**config.mk**
```make
export PLATFORM = sky130hd
export DESIGN_NAME = occupancy_current_detector_core
export DESIGN_NICKNAME = d
export VERILOG_FILES = /design/src/rtl/core/ocd_pkg.sv /design/src/rtl/core/ocd_front.sv /design/src/rtl/core/ocd_queue.sv /design/src/rtl/core/ocd_back.sv /design/src/rtl/core/occupancy_current_detector_core.sv
export SDC_FILE = /design/constraint.sdc
export NUM_CORES = 1
export LEC_CHECK = 0
export BUFFER_PORTS_ARGS = -buffer_cell sky130_fd_sc_hd__buf_2
export CORE_MARGIN = 1
export CORE_UTILIZATION = 45
export DETAILED_ROUTE_END_ITERATION = 10
export GPL_ROUTABILITY_DRIVEN = 0
export MAX_ROUTING_LAYER = met4
export SETUP_SLACK_MARGIN = 0.5
export SLEW_MARGIN = 20
export SYNTH_ARGS = -nofsm -noshare
export SYNTH_HDL_FRONTEND = slang
export SYNTH_HIERARCHICAL = 1
export SYNTH_SLANG_ARGS = --single-unit
export TNS_END_PERCENT = 5
```
**constraint.sdc**
```tcl
create_clock -name i_clk -period 14.8 [get_ports i_clk]
set_input_delay 1.48 -clock i_clk [delete_from_list [all_inputs] [get_ports i_clk]]
set_output_delay 1.48 -clock i_clk [all_outputs]
set_load 0.01 [all_outputs]
```
**src/rtl/core/ocd_pkg.sv**
```systemverilog
// Shared types and constants for the occupancy current detector.
// No dependencies; every other file refers to it by scoped names.
package ocd_pkg;

    // Field widths
    localparam int unsigned SAMPLE_W    = 10;
    localparam int unsigned PIN_W       = 2;
    localparam int unsigned SUM_W       = 16;
    localparam int unsigned THR_W       = 10;
    localparam int unsigned DELAY_W     = 8;
    localparam int unsigned CAL_SUM_W   = 14;
    localparam int unsigned CFG_INDEX_W = 2;
    localparam int unsigned CFG_DATA_W  = 10;

    // Pin positions within the raw pin word
    localparam int unsigned PIN_AUX    = 0;
    localparam int unsigned PIN_BUTTON = 1;

    // Register defaults and erased-value handling
    localparam logic [THR_W-1:0]   DEFAULT_THRESHOLD = 10'h01D;
    localparam logic [DELAY_W-1:0] DEFAULT_ON_DELAY  = 8'd4;
    localparam logic [DELAY_W-1:0] DEFAULT_OFF_DELAY = 8'd25;
    localparam logic [DELAY_W-1:0] ERASED_DELAY      = 8'hFF;

    // Hysteresis offset and the limits within which it is applied
    localparam logic [THR_W-1:0] HYST     = 10'd5;
    localparam logic [THR_W-1:0] HYST_TOP = 10'd1018;

    // Calibration rule
    localparam logic [CAL_SUM_W-1:0] CAL_MARGIN   = 14'd8;
    localparam logic [CAL_SUM_W-1:0] CAL_MIN_MEAN = 14'd9;
    localparam int unsigned          NINETY_NUM   = 9;
    localparam int unsigned          NINETY_DEN   = 10;

    // Depth of the queue between front and back
    localparam int unsigned QUEUE_DEPTH = 2;

    // Configuration register indexes
    typedef enum logic [CFG_INDEX_W-1:0] {
        REG_START_THRESHOLD = 2'd0,
        REG_ON_DELAY        = 2'd1,
        REG_OFF_DELAY       = 2'd2
    } t_reg_index;

    // One completed average with the pin reads that came with it
    typedef struct packed {
        logic [SAMPLE_W-1:0] average;
        logic [PIN_W-1:0]    pins;
    } t_avg_word;

    // One result word
    typedef struct packed {
        logic                occupied;
        logic                detected;
        logic                calibrating;
        logic [THR_W-1:0]    threshold;
        logic [SAMPLE_W-1:0] average;
    } t_result;

    // Configuration write
    typedef struct packed {
        logic                   we;
        logic [CFG_INDEX_W-1:0] index;
        logic [CFG_DATA_W-1:0]  data;
    } t_cfg_wr;

endpackage

```
**src/rtl/core/ocd_front.sv**
```systemverilog
// Front part: accepts sample words, sums each group and turns the sum into
// an average by reciprocal multiplication. Depends on ocd_pkg.
module ocd_front #(
    parameter int SAMPLES_PER_AVERAGE = 64
) (
    input  logic                          i_clk,
    input  logic                          i_rst_n,
    input  logic                          i_valid,
    output logic                          o_ready,
    input  logic [ocd_pkg::SAMPLE_W-1:0]  i_sample,
    input  logic [ocd_pkg::PIN_W-1:0]     i_raw_inputs,
    input  logic                          i_space,
    output logic                          o_push,
    output ocd_pkg::t_avg_word            o_word
);

    localparam int CNT_W     = $clog2(SAMPLES_PER_AVERAGE);
    // Exact floor division of a SUM_W-bit value by the group size
    localparam int DIV_SHIFT = ocd_pkg::SUM_W + $clog2(SAMPLES_PER_AVERAGE);
    localparam int DIV_MULT  = (2**DIV_SHIFT + SAMPLES_PER_AVERAGE - 1) / SAMPLES_PER_AVERAGE;
    localparam int PROD_W    = DIV_SHIFT + ocd_pkg::SUM_W;

    logic [ocd_pkg::SUM_W-1:0] r_sum, n_sum;
    logic [CNT_W-1:0]          r_cnt, n_cnt;
    logic [ocd_pkg::SUM_W-1:0] r_done_sum, n_done_sum;
    logic [ocd_pkg::PIN_W-1:0] r_done_pins, n_done_pins;
    logic                      r_done_vld, n_done_vld;
    logic                      accept;
    logic                      last;
    logic [ocd_pkg::SUM_W-1:0] sum_add;
    logic [PROD_W-1:0]         prod;

    // Take a word unless the finished sum is stuck behind a full queue
    assign o_ready = !r_done_vld || i_space;
    assign accept  = i_valid && o_ready;
    assign o_push  = r_done_vld && i_space;
    assign sum_add = r_sum + ocd_pkg::SUM_W'(i_sample);
    assign last    = (r_cnt == CNT_W'(SAMPLES_PER_AVERAGE - 1));

    // Advance the group sum and close the group on its last sample
    always_comb begin
        n_sum       = r_sum;
        n_cnt       = r_cnt;
        n_done_sum  = r_done_sum;
        n_done_pins = r_done_pins;
        n_done_vld  = r_done_vld && !o_push;
        if (accept) begin
            if (last) begin
                n_sum       = '0;
                n_cnt       = '0;
                n_done_sum  = sum_add;
                n_done_pins = i_raw_inputs;
                n_done_vld  = 1'b1;
            end else begin
                n_sum = sum_add;
                n_cnt = r_cnt + CNT_W'(1);
            end
        end
    end

    always_ff @(posedge i_clk) begin
        if (!i_rst_n) begin
            r_sum      <= '0;
            r_cnt      <= '0;
            r_done_vld <= 1'b0;
        end else begin
            r_sum      <= n_sum;
            r_cnt      <= n_cnt;
            r_done_vld <= n_done_vld;
        end
    end

    always_ff @(posedge i_clk) begin
        r_done_sum  <= n_done_sum;
        r_done_pins <= n_done_pins;
    end

    // Divide the held sum; the queue entry registers the product
    assign prod           = PROD_W'(r_done_sum) * PROD_W'(DIV_MULT);
    assign o_word.average = prod[DIV_SHIFT +: ocd_pkg::SAMPLE_W];
    assign o_word.pins    = r_done_pins;

endmodule

```
**src/rtl/core/ocd_queue.sv**
```systemverilog
// Short queue of average words between front and back.
// Depends on ocd_pkg for the word type and depth.
module ocd_queue (
    input  logic               i_clk,
    input  logic               i_rst_n,
    input  logic               i_push,
    input  ocd_pkg::t_avg_word i_word,
    output logic               o_space,
    input  logic               i_pop,
    output logic               o_vld,
    output ocd_pkg::t_avg_word o_word
);

    localparam int PTR_W = $clog2(ocd_pkg::QUEUE_DEPTH);
    localparam int CNT_W = $clog2(ocd_pkg::QUEUE_DEPTH + 1);

    ocd_pkg::t_avg_word r_mem [ocd_pkg::QUEUE_DEPTH];
    logic [PTR_W-1:0]   r_wr_ptr, r_rd_ptr;
    logic [CNT_W-1:0]   r_count, n_count;

    assign o_space = (r_count != CNT_W'(ocd_pkg::QUEUE_DEPTH));
    assign o_vld   = (r_count != '0);
    assign o_word  = r_mem[r_rd_ptr];

    // Track occupancy
    always_comb begin
        n_count = r_count;
        if (i_push && !i_pop) begin
            n_count = r_count + CNT_W'(1);
        end else if (!i_push && i_pop) begin
            n_count = r_count - CNT_W'(1);
        end
    end

    always_ff @(posedge i_clk) begin
        if (!i_rst_n) begin
            r_wr_ptr <= '0;
            r_rd_ptr <= '0;
            r_count  <= '0;
        end else begin
            r_count <= n_count;
            if (i_push) begin
                r_wr_ptr <= r_wr_ptr + PTR_W'(1);
            end
            if (i_pop) begin
                r_rd_ptr <= r_rd_ptr + PTR_W'(1);
            end
        end
    end

    // Store pushed words
    always_ff @(posedge i_clk) begin
        if (i_push) begin
            r_mem[r_wr_ptr] <= i_word;
        end
    end

endmodule

```
**src/rtl/core/ocd_back.sv**
```systemverilog
// Back part: debounce, button and calibration handling, threshold detector
// and the output register. Depends on ocd_pkg.
module ocd_back #(
    parameter int CAL_READS         = 16,
    parameter int BUTTON_HOLD_READS = 20
) (
    input  logic               i_clk,
    input  logic               i_rst_n,
    input  ocd_pkg::t_cfg_wr   i_cfg,
    input  logic               i_vld,
    input  ocd_pkg::t_avg_word i_word,
    output logic               o_pop,
    output logic               o_out_valid,
    input  logic               i_out_ready,
    output ocd_pkg::t_result   o_result
);

    localparam int HOLD_W = $clog2(BUTTON_HOLD_READS + 1);
    localparam int REM_W  = $clog2(CAL_READS + 1);
    localparam int CSW    = ocd_pkg::CAL_SUM_W;
    // Exact floor division of the calibration sum by CAL_READS
    localparam int MEAN_SHIFT  = CSW + $clog2(CAL_READS);
    localparam int MEAN_MULT   = (2**MEAN_SHIFT + CAL_READS - 1) / CAL_READS;
    localparam int MEAN_PROD_W = MEAN_SHIFT + CSW;
    // Exact floor of (9 * sum) / (10 * CAL_READS); 9 * sum fits in CSW + 4 bits
    localparam int NINETY_DIV    = ocd_pkg::NINETY_DEN * CAL_READS;
    localparam int NINETY_SHIFT  = CSW + 4 + $clog2(NINETY_DIV);
    localparam int NINETY_MULT   = ((2**NINETY_SHIFT + NINETY_DIV - 1) / NINETY_DIV)
                                   * ocd_pkg::NINETY_NUM;
    localparam int NINETY_PROD_W = NINETY_SHIFT + CSW;

    localparam int THW = ocd_pkg::THR_W;
    localparam int DW  = ocd_pkg::DELAY_W;

    logic [THW-1:0]              r_thr, n_thr;
    logic [DW-1:0]               r_on_delay, n_on_delay;
    logic [DW-1:0]               r_off_delay, n_off_delay;
    logic                        r_det, n_det;
    logic [DW-1:0]               r_on_cnt, n_on_cnt;
    logic [DW-1:0]               r_off_cnt, n_off_cnt;
    logic [ocd_pkg::PIN_W-1:0]   r_deb, n_deb;
    logic [ocd_pkg::PIN_W-1:0]   r_vl, n_vl;
    logic [ocd_pkg::PIN_W-1:0]   r_vh, n_vh;
    logic [HOLD_W-1:0]           r_hold, n_hold;
    logic                        r_cal_mode, n_cal_mode;
    logic [REM_W-1:0]            r_cal_rem, n_cal_rem;
    logic [CSW-1:0]              r_cal_sum, n_cal_sum;
    logic [CSW-1:0]              r_mean, r_ninety;
    logic                        r_calc_busy, n_calc_busy;
    logic                        r_out_vld;
    ocd_pkg::t_result            r_out, n_out;

    logic [ocd_pkg::PIN_W-1:0]   delta;
    logic [THW-1:0]              hyst_thr;
    logic [CSW-1:0]              cal_thr;
    logic [CSW-1:0]              mean_gap;
    logic [MEAN_PROD_W-1:0]      mean_prod;
    logic [NINETY_PROD_W-1:0]    ninety_prod;
    logic                        occ;
    logic [DW-1:0]               cfg_delay;

    // Take a word when the output register is free and the mean is current
    assign o_pop = i_vld && (!r_out_vld || i_out_ready) && !r_calc_busy;

    // Refresh mean and ninety value from the calibration sum every cycle
    assign mean_prod   = MEAN_PROD_W'(r_cal_sum) * MEAN_PROD_W'(MEAN_MULT);
    assign ninety_prod = NINETY_PROD_W'(r_cal_sum) * NINETY_PROD_W'(NINETY_MULT);

    always_ff @(posedge i_clk) begin
        r_mean   <= mean_prod[MEAN_SHIFT +: CSW];
        r_ninety <= ninety_prod[NINETY_SHIFT +: CSW];
    end

    // Pick the calibrated threshold
    assign mean_gap = r_mean - r_ninety;
    always_comb begin
        if (mean_gap < ocd_pkg::CAL_MARGIN && r_mean >= ocd_pkg::CAL_MIN_MEAN) begin
            cal_thr = r_mean - ocd_pkg::CAL_MARGIN;
        end else begin
            cal_thr = r_ninety;
        end
    end

    // Hysteresis: lower while detected, raise while clear
    always_comb begin
        hyst_thr = r_thr;
        if (r_det && r_thr >= ocd_pkg::HYST) begin
            hyst_thr = r_thr - ocd_pkg::HYST;
        end else if (!r_det && r_thr <= ocd_pkg::HYST_TOP) begin
            hyst_thr = r_thr + ocd_pkg::HYST;
        end
    end

    assign delta     = i_word.pins ^ r_deb;
    assign cfg_delay = i_cfg.data[DW-1:0];

    // Next state for configuration writes and each popped average
    always_comb begin
        n_thr       = r_thr;
        n_on_delay  = r_on_delay;
        n_off_delay = r_off_delay;
        n_det       = r_det;
        n_on_cnt    = r_on_cnt;
        n_off_cnt   = r_off_cnt;
        n_deb       = r_deb;
        n_vl        = r_vl;
        n_vh        = r_vh;
        n_hold      = r_hold;
        n_cal_mode  = r_cal_mode;
        n_cal_rem   = r_cal_rem;
        n_cal_sum   = r_cal_sum;
        n_calc_busy = 1'b0;
        occ         = 1'b0;

        if (i_cfg.we) begin
            unique case (i_cfg.index)
                ocd_pkg::REG_START_THRESHOLD: begin
                    n_thr = (i_cfg.data[THW-1:0] == '0) ? ocd_pkg::DEFAULT_THRESHOLD
                                                        : i_cfg.data[THW-1:0];
                end
                ocd_pkg::REG_ON_DELAY: begin
                    n_on_delay = (cfg_delay == '0 || cfg_delay == ocd_pkg::ERASED_DELAY)
                               ? ocd_pkg::DEFAULT_ON_DELAY : cfg_delay;
                end
                ocd_pkg::REG_OFF_DELAY: begin
                    n_off_delay = (cfg_delay == '0 || cfg_delay == ocd_pkg::ERASED_DELAY)
                                ? ocd_pkg::DEFAULT_OFF_DELAY : cfg_delay;
                end
                default: ;
            endcase
        end

        if (o_pop) begin
            if (r_cal_mode) begin
                // Collect averages, then finish with the new threshold
                if (r_cal_rem != '0) begin
                    n_cal_rem   = r_cal_rem - REM_W'(1);
                    n_cal_sum   = r_cal_sum + CSW'(i_word.average);
                    n_calc_busy = 1'b1;
                end else begin
                    n_thr      = cal_thr[THW-1:0];
                    n_cal_mode = 1'b0;
                end
            end else begin
                // Vertical counter debounce
                n_vh  = (r_vh ^ r_vl) & delta;
                n_vl  = ~r_vl & delta;
                n_deb = r_deb ^ (delta & ~n_vh & ~n_vl);

                // Button hold and release
                if (n_deb[ocd_pkg::PIN_BUTTON]) begin
                    if (r_hold != '0) begin
                        n_hold = r_hold - HOLD_W'(1);
                    end
                end else begin
                    if (r_hold == '0) begin
                        n_cal_mode  = 1'b1;
                        n_cal_sum   = '0;
                        n_calc_busy = 1'b1;
                    end
                    n_hold    = HOLD_W'(BUTTON_HOLD_READS);
                    n_cal_rem = REM_W'(CAL_READS);
                end

                // Detector with on and off delays
                if (i_word.average > hyst_thr) begin
                    if (!r_det) begin
                        if (r_on_cnt < r_on_delay) begin
                            n_on_cnt = r_on_cnt + DW'(1);
                        end else begin
                            n_det     = 1'b1;
                            n_off_cnt = '0;
                        end
                    end else begin
                        n_off_cnt = '0;
                    end
                end else begin
                    if (r_det) begin
                        if (r_off_cnt < r_off_delay) begin
                            n_off_cnt = r_off_cnt + DW'(1);
                        end else begin
                            n_det    = 1'b0;
                            n_on_cnt = '0;
                        end
                    end else begin
                        n_on_cnt = '0;
                    end
                end
                occ = n_det | n_deb[ocd_pkg::PIN_AUX];
            end
        end
    end

    // Build the result word
    always_comb begin
        n_out.occupied    = occ;
        n_out.detected    = n_det;
        n_out.calibrating = n_cal_mode;
        n_out.threshold   = n_thr;
        n_out.average     = i_word.average;
    end

    always_ff @(posedge i_clk) begin
        if (!i_rst_n) begin
            r_thr       <= ocd_pkg::DEFAULT_THRESHOLD;
            r_on_delay  <= ocd_pkg::DEFAULT_ON_DELAY;
            r_off_delay <= ocd_pkg::DEFAULT_OFF_DELAY;
            r_det       <= 1'b0;
            r_on_cnt    <= '0;
            r_off_cnt   <= '0;
            r_deb       <= '0;
            r_vl        <= '0;
            r_vh        <= '0;
            r_hold      <= HOLD_W'(BUTTON_HOLD_READS);
            r_cal_mode  <= 1'b0;
            r_cal_rem   <= REM_W'(CAL_READS);
            r_cal_sum   <= '0;
            r_calc_busy <= 1'b0;
            r_out_vld   <= 1'b0;
        end else begin
            r_thr       <= n_thr;
            r_on_delay  <= n_on_delay;
            r_off_delay <= n_off_delay;
            r_det       <= n_det;
            r_on_cnt    <= n_on_cnt;
            r_off_cnt   <= n_off_cnt;
            r_deb       <= n_deb;
            r_vl        <= n_vl;
            r_vh        <= n_vh;
            r_hold      <= n_hold;
            r_cal_mode  <= n_cal_mode;
            r_cal_rem   <= n_cal_rem;
            r_cal_sum   <= n_cal_sum;
            r_calc_busy <= n_calc_busy;
            if (o_pop) begin
                r_out_vld <= 1'b1;
            end else if (i_out_ready) begin
                r_out_vld <= 1'b0;
            end
        end
    end

    // Hold the result word until taken
    always_ff @(posedge i_clk) begin
        if (o_pop) begin
            r_out <= n_out;
        end
    end

    assign o_out_valid = r_out_vld;
    assign o_result    = r_out;

endmodule

```
**src/rtl/core/occupancy_current_detector_core.sv**
```systemverilog
// Top level of the occupancy current detector: front, queue and back.
// Depends on ocd_pkg, ocd_front, ocd_queue and ocd_back.
//
// Input channel (i_in_valid / o_in_ready): one converter sample and the two
// raw pin bits per word; a word is taken every cycle unless a finished sum
// waits behind a full queue. Every SAMPLES_PER_AVERAGE words close one
// average and give exactly one result word on the output channel
// (o_out_valid / i_out_ready); other words give none.
// The result of a group is held in turn by the group sum register, a queue
// entry and the output register.
// Throughput: one sample per cycle while o_in_ready is high. The back part
// handles one average per cycle while the receiver is ready, except that it
// pauses after each calibration sum update while the mean and ninety value
// registers catch up; the two-word queue absorbs the pause.
// Configuration writes (i_cfg_we, i_cfg_index, i_cfg_data) take effect at
// the next edge; writing start_threshold also replaces the threshold in use.
// Reset (synchronous, active low) clears sums, counters and calibration and
// loads the default registers; no result is pending afterwards.
// When the receiver stalls, the result word holds, the back part stops, the
// queue fills and then o_in_ready drops.
module occupancy_current_detector_core #(
    parameter int SAMPLES_PER_AVERAGE = 64,
    parameter int CAL_READS           = 16,
    parameter int BUTTON_HOLD_READS   = 20
) (
    input  logic                             i_clk,
    input  logic                             i_rst_n,
    input  logic                             i_in_valid,
    output logic                             o_in_ready,
    input  logic [ocd_pkg::SAMPLE_W-1:0]     i_sample,
    input  logic [ocd_pkg::PIN_W-1:0]        i_raw_inputs,
    output logic                             o_out_valid,
    input  logic                             i_out_ready,
    output logic                             o_occupied,
    output logic                             o_detected,
    output logic                             o_calibrating,
    output logic [ocd_pkg::THR_W-1:0]        o_threshold,
    output logic [ocd_pkg::SAMPLE_W-1:0]     o_average,
    input  logic                             i_cfg_we,
    input  logic [ocd_pkg::CFG_INDEX_W-1:0]  i_cfg_index,
    input  logic [ocd_pkg::CFG_DATA_W-1:0]   i_cfg_data
);

    logic               push;
    logic               q_space;
    logic               q_vld;
    logic               pop;
    ocd_pkg::t_avg_word front_word;
    ocd_pkg::t_avg_word q_word;
    ocd_pkg::t_cfg_wr   cfg;
    ocd_pkg::t_result   result;

    assign cfg.we    = i_cfg_we;
    assign cfg.index = i_cfg_index;
    assign cfg.data  = i_cfg_data;

    ocd_front #(
        .SAMPLES_PER_AVERAGE (SAMPLES_PER_AVERAGE)
    ) u_front (
        .i_clk        (i_clk),
        .i_rst_n      (i_rst_n),
        .i_valid      (i_in_valid),
        .o_ready      (o_in_ready),
        .i_sample     (i_sample),
        .i_raw_inputs (i_raw_inputs),
        .i_space      (q_space),
        .o_push       (push),
        .o_word       (front_word)
    );

    ocd_queue u_queue (
        .i_clk   (i_clk),
        .i_rst_n (i_rst_n),
        .i_push  (push),
        .i_word  (front_word),
        .o_space (q_space),
        .i_pop   (pop),
        .o_vld   (q_vld),
        .o_word  (q_word)
    );

    ocd_back #(
        .CAL_READS         (CAL_READS),
        .BUTTON_HOLD_READS (BUTTON_HOLD_READS)
    ) u_back (
        .i_clk       (i_clk),
        .i_rst_n     (i_rst_n),
        .i_cfg       (cfg),
        .i_vld       (q_vld),
        .i_word      (q_word),
        .o_pop       (pop),
        .o_out_valid (o_out_valid),
        .i_out_ready (i_out_ready),
        .o_result    (result)
    );

    assign o_occupied    = result.occupied;
    assign o_detected    = result.detected;
    assign o_calibrating = result.calibrating;
    assign o_threshold   = result.threshold;
    assign o_average     = result.average;

    // Never push into a full queue
    a_no_overfill: assert property (@(posedge i_clk) disable iff (!i_rst_n)
        push |-> q_space)
        else $error("average word pushed into a full queue");

    // Never pop an empty queue
    a_no_underrun: assert property (@(posedge i_clk) disable iff (!i_rst_n)
        pop |-> q_vld)
        else $error("average word popped from an empty queue");

    // A new result only follows a pop from the queue
    a_result_source: assert property (@(posedge i_clk) disable iff (!i_rst_n)
        $rose(o_out_valid) |-> $past(pop))
        else $error("result word raised without a popped average");

endmodule

```
==> results of run 1 <==
-- Yosys cell counts (5+ instances only) --
cell type  number
a211oi_1        5
a21boi_0        7
a21o_1         20
a21oi_1       101
a22oi_1        11
a31oi_1        12
and2_1          9
and3_1          8
clkbuf_1       24
dfxtp_1       124
edfxtp_1       59
fa_1          100
ha_1          189
inv_1         197
mux2_1         10
mux2i_1        30
nand2_1        90
nand2b_1       12
nand3_1        52
nand3b_1       12
nand4_1        17
nor2_1         80
nor2b_1        11
nor3_1         22
nor4_1         11
nor4b_1         5
o211ai_1       11
o21a_1          7
o21ai_0        51
o21bai_1        5
o22ai_1         5
o31ai_1        15
or3_1          11
or4_1          12
xnor2_1        39
xor2_1         21
-- area by class of cell --
| class | instances | area [um2] |
|---|---|---|
| antenna | 1 | 2.50 |
| clock buffer | 20 | 447 |
| clock inverter | 12 | 143 |
| fill | 2823 | 15400 |
| inverter | 197 | 739 |
| multi-input combinational | 1050 | 9070 |
| sequential | 183 | 4250 |
| tap | 396 | 495 |
| timing repair buffer | 58 | 303 |
-- where the power goes --
group	leakage [uW]	total, uW	internal (uW)	switching [uW]
Sequential	0.00154	611	577	34.0
Clock	0.000286	462	256	206
Combinational	0.00535	296	115	181
Total	0.00718	1370	948	421
-- path summary, 6_finish.rpt --
kind                                            from                  to  slack, ps  cells after the start
worst max-delay path             u_back/r_cal_sum[5]  u_back/r_ninety[9]       8440                     17
worst min register to register  u_back/r_cal_sum[12]    u_back/r_mean[8]        450                      0
worst min-delay path            u_back/r_cal_sum[12]    u_back/r_mean[8]        450                      0
worst max register to register   u_back/r_cal_sum[5]  u_back/r_ninety[9]       8440                     17
-- layout by cell type, fill, tap and decap left out, drive strengths merged, types with 13 or more instances in the layout --
cell type    n
nand4       17
mux2i       30
dfxtp      124
mux2        15
clkbuf      20
o211ai      13
nor3        23
fa         100
nand2b      13
ha         189
o31ai       16
xnor2       39
buf         58
inv        200
xor2        21
a21o        20
nor2        81
nand3       54
nand2       90
o21ai       53
edfxtp      59
a21oi      104
-- metrics by stage --
| stage | hold slack, ps | total power, uW | setup slack [ps] | utilization (%) | instance area (um2) |
|---|---|---|---|---|---|
| 2_1_floorplan | 402 | 827 | 9420 | - | 14200 |
| 3_3_place_gp | 422 | 913 | 8530 | 48.2 | 14900 |
| 3_5_place_dp | 427 | 919 | 8460 | 48.2 | 14900 |
| 4_1_cts | 441 | 1380 | 8430 | 50.1 | 15400 |
| 5_1_grt | 456 | 1450 | 8020 | 50.1 | 15500 |
| 6_report | 445 | 1370 | 8440 | 50.1 | 15500 |
-- state kept, by name, summed over array words and instances, names as in the netlist, 2 cells and up, named ones only --
signal / cells
u_back/r_on_delay: 8
u_back/r_hold: 5
u_queue/r_count: 2
u_back/r_cal_sum: 14
u_back/o_result: 23
u_queue/r_mem: 24
u_back/r_off_cnt: 8
u_back/r_vl: 2
u_front/r_sum: 16
u_back/r_off_delay: 8
u_back/r_mean: 10
u_back/r_cal_rem: 5
u_back/r_thr: 10
u_front/r_done_pins: 2
u_back/r_on_cnt: 8
u_back/r_ninety: 10
u_front/r_cnt: 6
u_back/r_deb: 2
u_back/r_vh: 2
u_front/r_done_sum: 10
-- worst reg2reg max path, delay by kind of cell, from the launching register on --
| family | cells | cell delay (ps) |
|---|---|---|
| buffers and inverters | 2 | 280 |
| flip-flops | 1 | 550 |
| XOR/XNOR | 1 | 130 |
| AO/OA/AOI/OAI | 3 | 1010 |
| adder cells (fa/ha/maj) | 7 | 3320 |
| AND/OR/NAND/NOR | 4 | 960 |
-- logic make-up (layout without fill, tap and decap cells) --
family,Yosys count,after routing
XOR/XNOR,60,60
AO/OA/AOI/OAI,286,286
AND/OR/NAND/NOR,370,370
other,0,1
flip-flops,183,183
buffers and inverters,232,287
multiplexers,45,45
adder cells (fa/ha/maj),289,289
-- per-layer routing --
layer  routed length, um  global-route usage (%)  share of wire [%]
met1               15300                    28.1                 48
met2               14800                    33.9                 46
met4                 430                    5.59                1.3
met3                1360                    4.15                4.3
met5                   0                       -                  0
==> run metrics, run 1 <==
CP arrival=6690 ps; Yosys warnings=6; area grow syn2layout=8.80%; H-tree depth=4; largest buffer count on any clock path=2; Vias per Instance=5.44; Synth area leaders=dfxtp_1, ha_1, fa_1, edfxtp_1, inv_1; Synth area leader=dfxtp_1; post-route ant nets=0; PwrDens=88.6 nW/um2; CP max-delay cell=fa_1; Mean Syn Cell Area=9.70 um2; final hold vios=0; Final nets=1825; Starting Density=46.1%; simple logic cell fraction of the synthesized area=13.3%; post-synth top area share=17.5%; largest family of logic cells by synthesized area=adder cells; multiplexer share of the synthesized area=3.33%; worst stage delay on the critical path=620 ps; CTS tree=yes; Lkg Pwr=0.00718 uW; Post-CTS Hold Buffers=0; area fraction in compound gates after synthesis=12.7%; CP top delay family=adder cells; clk_skew=10.3 ps; WP data required=15130 ps; Max Transition Viols Final=0; Synth Instances=1465; post-CTS setup buffers=0; RSZ-0062 raised after global routing=false; Fin Setup TNS=0 ps; grt ovf=0; overall die width=180 um; placed instance count=1884; Critical Path, Cell by Cell=inv_1 -> fa_1 -> fa_1 -> fa_1 -> inv_1 -> fa_1 -> fa_1 -> ha_1 -> ha_1 -> nand3_1 -> nor3_1 -> nand3_1 -> a31oi_1 -> nor3_1 -> o31ai_1 -> a21oi_1 -> xnor2_1; f_max=157 MHz; largest net degree at the start of global routing=51; die area=32300 um2; drt wl/cell=16.6 um; cts bufs inserted=17; crit-path max FO=8; CTS Sinks=183; type of origin of the critical path=flip-flop; vias post-DR=10431; antenna violations before repair=1; 1st-iter DRT viols=580; final non-filler cell total=1917; Synth Net Count=1783; final setup fails=0; max cap viols=0; core area=30800 um2; Max IR drop VDD=0.0849 mV; port bufs=53; CP Class=reg -> reg; final wirelength=31900 um; CTS resizes=0; share of layout cells above drive strength 1=7.76%; root buf cell=clkbuf_16; synth unique cells=78; Syn Std Cell Area=14200 um2; Worst Hold Class=reg -> reg; asr flop ratio synth=0%; Worst Path Buf+Inv=2; clock insertion delay at the later pin of the skew report=450 ps; io pins=54; Primary FF master, synth=dfxtp_1; CTS clk-pin slew, worst paths=70 ps; drt pass-1 iters=8; min Tclk post-route=6360 ps; vias in the first global route=10450; Slew @ Worst Pin=1110 ps; status=complete, but fails checks; GRT Overall Usage=21.4%; xor/xnor cell area share of the yosys netlist=3.70%; max_slew headroom=25.6%; global-route wire length before repair=53200 um; FF+latch count, synth=183; Seq/Total Area, Yosys=29.9%; Final period util=42.9%; element type at the critical path end=flip-flop; Post-DP HPWL=25400 um; number of synthesized flops with an enable pin=59; failing checks=design-rule violations; most frequent CP cell=fa_1; Adder-Cell Fraction of Synth Area=30.7%; Die H=180 um; std cell rows=64; residual DRC count=5
(Power assumes the default switching activity.)
==> inputs of run 2 (changes only) <==
Clock period 14.8 ns to 6.1 ns, I/O delays scaled along.
==> run metrics, run 2 (synthesized netlist as in run 1, its figures left out) <==
status=complete, but fails checks; failing checks=design-rule violations; final hold slack=349 ps (-96.3 ps); largest buffer count on any clock path=2 (unchanged); port bufs=53 (unchanged); drt wl/cell=16.7 um (+0.57%); GRT Overall Usage=21.3% (-0.12 points); Reg with most FFs=u_queue/r_mem; Final nets=1832 (+0.38%); Worst Path Buf+Inv=3 (+1); Die H=180 um (unchanged); final wirelength=32200 um (+0.88%); Max IR drop VDD=0.190 mV (+120%); clock insertion delay at the later pin of the skew report=440 ps (about the same); overall power=3410 uW (+150%); CTS clk-pin slew, worst paths=70 ps (about the same); commonest cells after routing, fill and taps aside=inv_1, ha_1, dfxtp_1; crit-path max FO=9 (+1); final setup fails=0 (unchanged); PwrDens=218 nW/um2 (+150%); Starting Density=46.1% (unchanged); f_max=186 MHz (+18%); io pins=54 (unchanged); core area=30800 um2 (unchanged); CP top delay family=adder cells; H-tree depth=4 (unchanged); 1st-iter DRT viols=607 (+4.7%); # diodes=0 (-1); met3 wire len=1190 um (-12%); Post-DP HPWL=25600 um (+1.1%); Vias per Instance=5.46 (+0.29%); area grow syn2layout=10.3%; Lkg Pwr=0.00725 uW (+1.0%); Critical Path, Cell by Cell=fa_1 -> inv_1 -> fa_1 -> fa_1 -> fa_1 -> fa_1 -> fa_1 -> inv_1 -> ha_1 -> nand3_1 -> nor2_1 -> o211ai_1 -> a31oi_2 -> nor3_2 -> o31ai_2 -> buf_4 -> xor2_1; Max Transition Viols Final=0 (unchanged); CTS tree=yes; CP max-delay cell=fa_1; global-route wire length before repair=53000 um (-0.34%); Worst Hold Class=in -> reg; die area=32300 um2 (unchanged); max_slew headroom=23.6% (-1.9 points); cts bufs inserted=17 (unchanged); overall die width=180 um (unchanged); CP startpoint=u_back/r_cal_sum[11]; vias post-DR=10494 (+0.60%); std cell rows=64 (unchanged); Fillers=2858 (+1.2%); Final period util=88.0% (+45 points); RSZ-0062 raised after global routing=true; Post-CTS Hold Buffers=0 (unchanged); Slew @ Worst Pin=1140 ps (+28.9 ps); most frequent CP cell=fa_1; grt ovf=0 (unchanged); clk_skew=14.2 ps (+3.86 ps); CP arrival=5740 ps (-950 ps); worst r2r src=u_back/r_cal_sum[11]; vias in the first global route=10320 (-1.2%); post-route ant nets=0 (unchanged); share of layout cells above drive strength 1=9.82% (+2.1 points); Routed met1 length=15400 um (+0.62%); largest net degree at the start of global routing=51 (unchanged); CTS Sinks=183 (unchanged); final hold vios=0 (unchanged); max cap viols=0 (unchanged); root buf cell=clkbuf_16; residual DRC count=5 (unchanged); hold path start=i_raw_inputs[1]; top sig layer=met4; drt pass-1 iters=8 (unchanged); antenna violations before repair=0 (-1); CP Class=reg -> reg; Fin Setup TNS=0 ps (unchanged); element type at the critical path end=flip-flop; worst stage delay on the critical path=620 ps (about the same); WP data required=6470 ps (-8660 ps); metal2 WL=15200 um (+3.0%); commonest non-fill, non-tap cell in the layout=inv_1; type of origin of the critical path=flip-flop; max reg flops=24 (unchanged); min Tclk post-route=5370 ps (-989 ps)
==> run 2: repair_timing <==
item / 4_1_cts / 5_1_grt
endpoints found under the hold margin: 0 / 0
pin swaps: 2 / 2
setup endpoints to repair: 3 / 9
setup buffers: 2 / 2
gates resized for setup: 5 / 22
==> run 2: per-layer routing <==
layer | track usage, % | vias to the layer above
met3 | 3.34 | 23
li1 | - | 5196
met1 | 28.5 | 5090
met2 | 34.1 | 185
met5 | - | -
met4 | 4.52 | 0
==> run 2: area by class of cell <==
type	instances	area [um2]	area share, %
clock buffer	17	425	2.72
clock inverter	15	226	1.45
inverter	197	739	4.72
multi-input combinational	1050	9160	58.4
sequential	183	4270	27.2
tap	396	495	3.16
timing repair buffer	65	355	2.27
==> run 2: worst reg2reg max path: stages, from the launching register on <==
cell      delay, ps
dfxtp_4         390
fa_1            630
inv_1           120
fa_1            520
fa_1            440
fa_1            490
fa_1            510
fa_1            510
inv_1            40
ha_1            340
nand3_1          90
nor2_1          120
o211ai_1        150
a31oi_2         290
nor3_2          100
o31ai_2         270
buf_4           150
xor2_1          140
==> run 2: per-stage QoR <==
step | area [um2] | utilization, % | setup slack [ps] | instances
after CTS | 15600 | 50.5 | 493 | 1921
after global placement | 14900 | 48.3 | 358 | 1887
after detailed placement | 14900 | 48.3 | 301 | 1887
after global routing | 15700 | 50.8 | 474 | 1923
after floorplan | 14200 | - | 717 | 1465
final | 15700 | 50.8 | 732 | 1923
==> run 2: worst paths after layout <==
| path | endpoint | slack [ps] | depth (start not counted) |
|---|---|---|---|
| max | u_back/r_ninety[8] | 730 | 17 |
| min | u_front/r_done_pins[1] | 350 | 1 |
| max reg2reg | u_back/r_ninety[8] | 730 | 17 |
| min reg2reg | u_back/r_mean[8] | 420 | 0 |
==> run 2: power breakdown <==
group	switching, uW	internal [uW]
Sequential	81.9	1400
Clock	535	674
Combinational	446	279
==> inputs of run 3 (changes only) <==
Settings changed: SYNTH_HIERARCHICAL 1 to unset.
==> run metrics, run 3 <==
max reg flops=24 (unchanged); max_slew headroom=33.7% (+10 points); Final nets=1764 (-3.7%); fin area=15100 um2 (-3.9%); FF+latch count, synth=183 (unchanged); status=complete, no violations; io pins=54 (unchanged); share of layout cells above drive strength 1=9.33% (-0.50 points); # diodes=0 (unchanged); CTS clk-pin slew, worst paths=80 ps (about the same); CP Class=reg -> reg; element type at the critical path end=flip-flop; WHS Endpoint=u_front.r_done_pins[0]; drt pass-1 iters=5 (-3); Max Transition Viols Final=0 (unchanged); global-route wire length before repair=48600 um (-8.4%); CP arrival=6090 ps (+350 ps); Starting Density=45.9% (-0.14 points); Fillers=2721 (-4.8%); std cell rows=63 (-1.6%); Vias per Instance=5.22 (-4.3%); root buf cell=clkbuf_16; final non-filler cell total=1848 (-3.9%); Synth area leader=dfxtp_1; CTS Sinks=183 (unchanged); grt ovf=0 (unchanged); Die H=176 um (-1.8%); worst stage delay on the critical path=620 ps (about the same); Worst Hold Class=in -> reg; Final period util=94.6% (+6.6 points); Synth Instances=1389 (-5.2%); port bufs=53 (unchanged); clk_skew=22.6 ps (+8.47 ps); post-route ant nets=0 (unchanged); Reg2Reg Depth=20 (+3); Syn Std Cell Area=13700 um2 (-3.6%); Fin Setup TNS=0 ps (unchanged); core area=29800 um2 (-3.4%); most common cell in the netlist=ha_1; Post-CTS Hold Buffers=0 (unchanged); crit-path max FO=4 (-5); clock insertion delay at the later pin of the skew report=430 ps (about the same); H-tree depth=4 (unchanged); Primary FF master, synth=dfxtp_1; vias post-DR=9655 (-8.0%); list of most frequent post-synthesis cells=ha_1, inv_1, dfxtp_1; Synth Net Count=1708 (-4.2%); post-place instance area=14500 um2 (-2.9%); post-synth top area share=18.1% (+0.66 points); final hold vios=0 (unchanged); PwrDens=206 nW/um2 (-5.3%); WP data required=6420 ps (-50 ps); residual DRC count=0 (-5); worst r2r dst=u_back.r_ninety[7]; area grow syn2layout=9.97%; antenna violations before repair=0 (unchanged); largest net degree at the start of global routing=53 (+3.9%); f_max=173 MHz (-7.0%); vias in the first global route=9611 (-6.9%); Critical Path, Cell by Cell=fa_2 -> inv_2 -> fa_1 -> fa_2 -> fa_1 -> inv_1 -> fa_1 -> inv_1 -> fa_1 -> inv_1 -> ha_2 -> a21o_1 -> a21o_1 -> a221o_1 -> a31o_1 -> a41o_1 -> o41a_1 -> and2_4 -> o21a_1 -> o31a_1; Max IR drop VDD=0.152 mV (-20%); WHS Path Cells=1 (unchanged); CP max-delay cell=fa_2; setup slack, reg-to-reg=330 ps (-400 ps); Synth area leaders=dfxtp_1, ha_1, fa_1, edfxtp_1, inv_1; Yosys warnings=0 (-6); placed instance count=1814 (-3.9%); Post-DP HPWL=23300 um (-9.2%); asr flop ratio synth=0% (unchanged); hold path start=i_raw_inputs[0]; final wirelength=29200 um (-9.3%); most frequent CP cell=fa_1; type of origin of the critical path=flip-flop; overall power=3110 uW (-9.0%); drt wl/cell=15.8 um (-5.6%); CTS tree=yes; final setup fails=0 (unchanged); max cap viols=0 (unchanged); die area=31100 um2 (-3.6%); overall die width=176 um (-1.8%); GRT Overall Usage=20.3% (-0.96 points); Lkg Pwr=0.00722 uW (-0.38%); 1st-iter DRT viols=527 (-13%); Seq/Total Area, Yosys=31.1% (+1.1 points); min Tclk post-route=5770 ps (+401 ps); synth unique cells=77 (-1.3%); cts bufs inserted=17 (unchanged); number of synthesized flops with an enable pin=59 (unchanged); RSZ-0062 raised after global routing=true; worst r2r src=u_back.r_cal_sum[13]; Mean Syn Cell Area=9.85 um2 (+1.6%); Reg with most FFs=u_queue.r_mem; Slew @ Worst Pin=992 ps (-150 ps); largest buffer count on any clock path=2 (unchanged); final hold slack=353 ps (+4.53 ps); commonest cells after routing, fill and taps aside=inv_1, ha_1, dfxtp_1
## run 3: kinds of logic after synthesis
family,synth area share (%)
and+or+nand+nor,13.0
adders and majority gates,32.0
AOI/OAI and AO/OA,11.7
buffers and inverters,6.05
DFF,31.1
xor gates and xnor gates,4.54
muxes,1.56
## run 3: metal layers
layer  share of wire, %  vias to the layer above  GRT usage [%]
met5                  0                        -              -
met4               0.93                        0           4.06
met3                3.5                       18           2.37
met2                 46                      158           32.3
met1                 49                     4592           28.0
li1                   -                     4887              -
## run 3: what timing repair did
item                       in CTS  in global routing
gates resized for setup         5                  3
buffers inserted                2                  0
setup endpoints to repair       4                  5
cloned                          0                  0
pin swaps                       5                  1
## run 3: worst max path at each step
stage,to,from,slack [ps],cells after the start
finish,u_back.r_ninety[7],u_back.r_cal_sum[13],330,20
global route,u_back.r_ninety[7],u_back.r_cal_sum[12],90,22
CTS,u_back.r_ninety[7],u_back.r_cal_sum[13],300,20
detailed placement,u_back.r_ninety[7],u_back.r_cal_sum[11],170,18
global placement,u_back.r_ninety[7],u_back.r_cal_sum[12],230,20
floorplan,u_back.r_ninety[7],u_back.r_cal_sum[12],450,20
## run 3: critical path, delay by kind of cell, from the launching register on
family	cells	cell delay (ps)
buffers and inverters	4	200
flip-flops	1	370
AND/OR/NAND/NOR	1	170
adder cells (fa/ha/maj)	7	3040
AO/OA/AOI/OAI	8	1870
## run 3: power breakdown
group	leakage [uW]	internal [uW]	switching (uW)
Combinational	0.00539	238	354
Sequential	0.00155	1390	72.2
Clock	0.000282	566	486
Total	0.00722	2190	912
## run 3: stage by stage
step,worst slack [ps],util [%]
2_1_floorplan,447,-
3_3_place_gp,225,48.5
3_5_place_dp,166,48.5
4_1_cts,303,50.5
5_1_grt,90.5,50.5
6_report,331,50.5
## run 3: cell type report
class	instances	area, um2	area share, %
timing repair buffer	68	378	2.51
tap	390	488	3.24
sequential	183	4270	28.4
multi-input combinational	986	8650	57.5
inverter	189	709	4.71
clock inverter	11	83.8	0.557
clock buffer	21	472	3.13
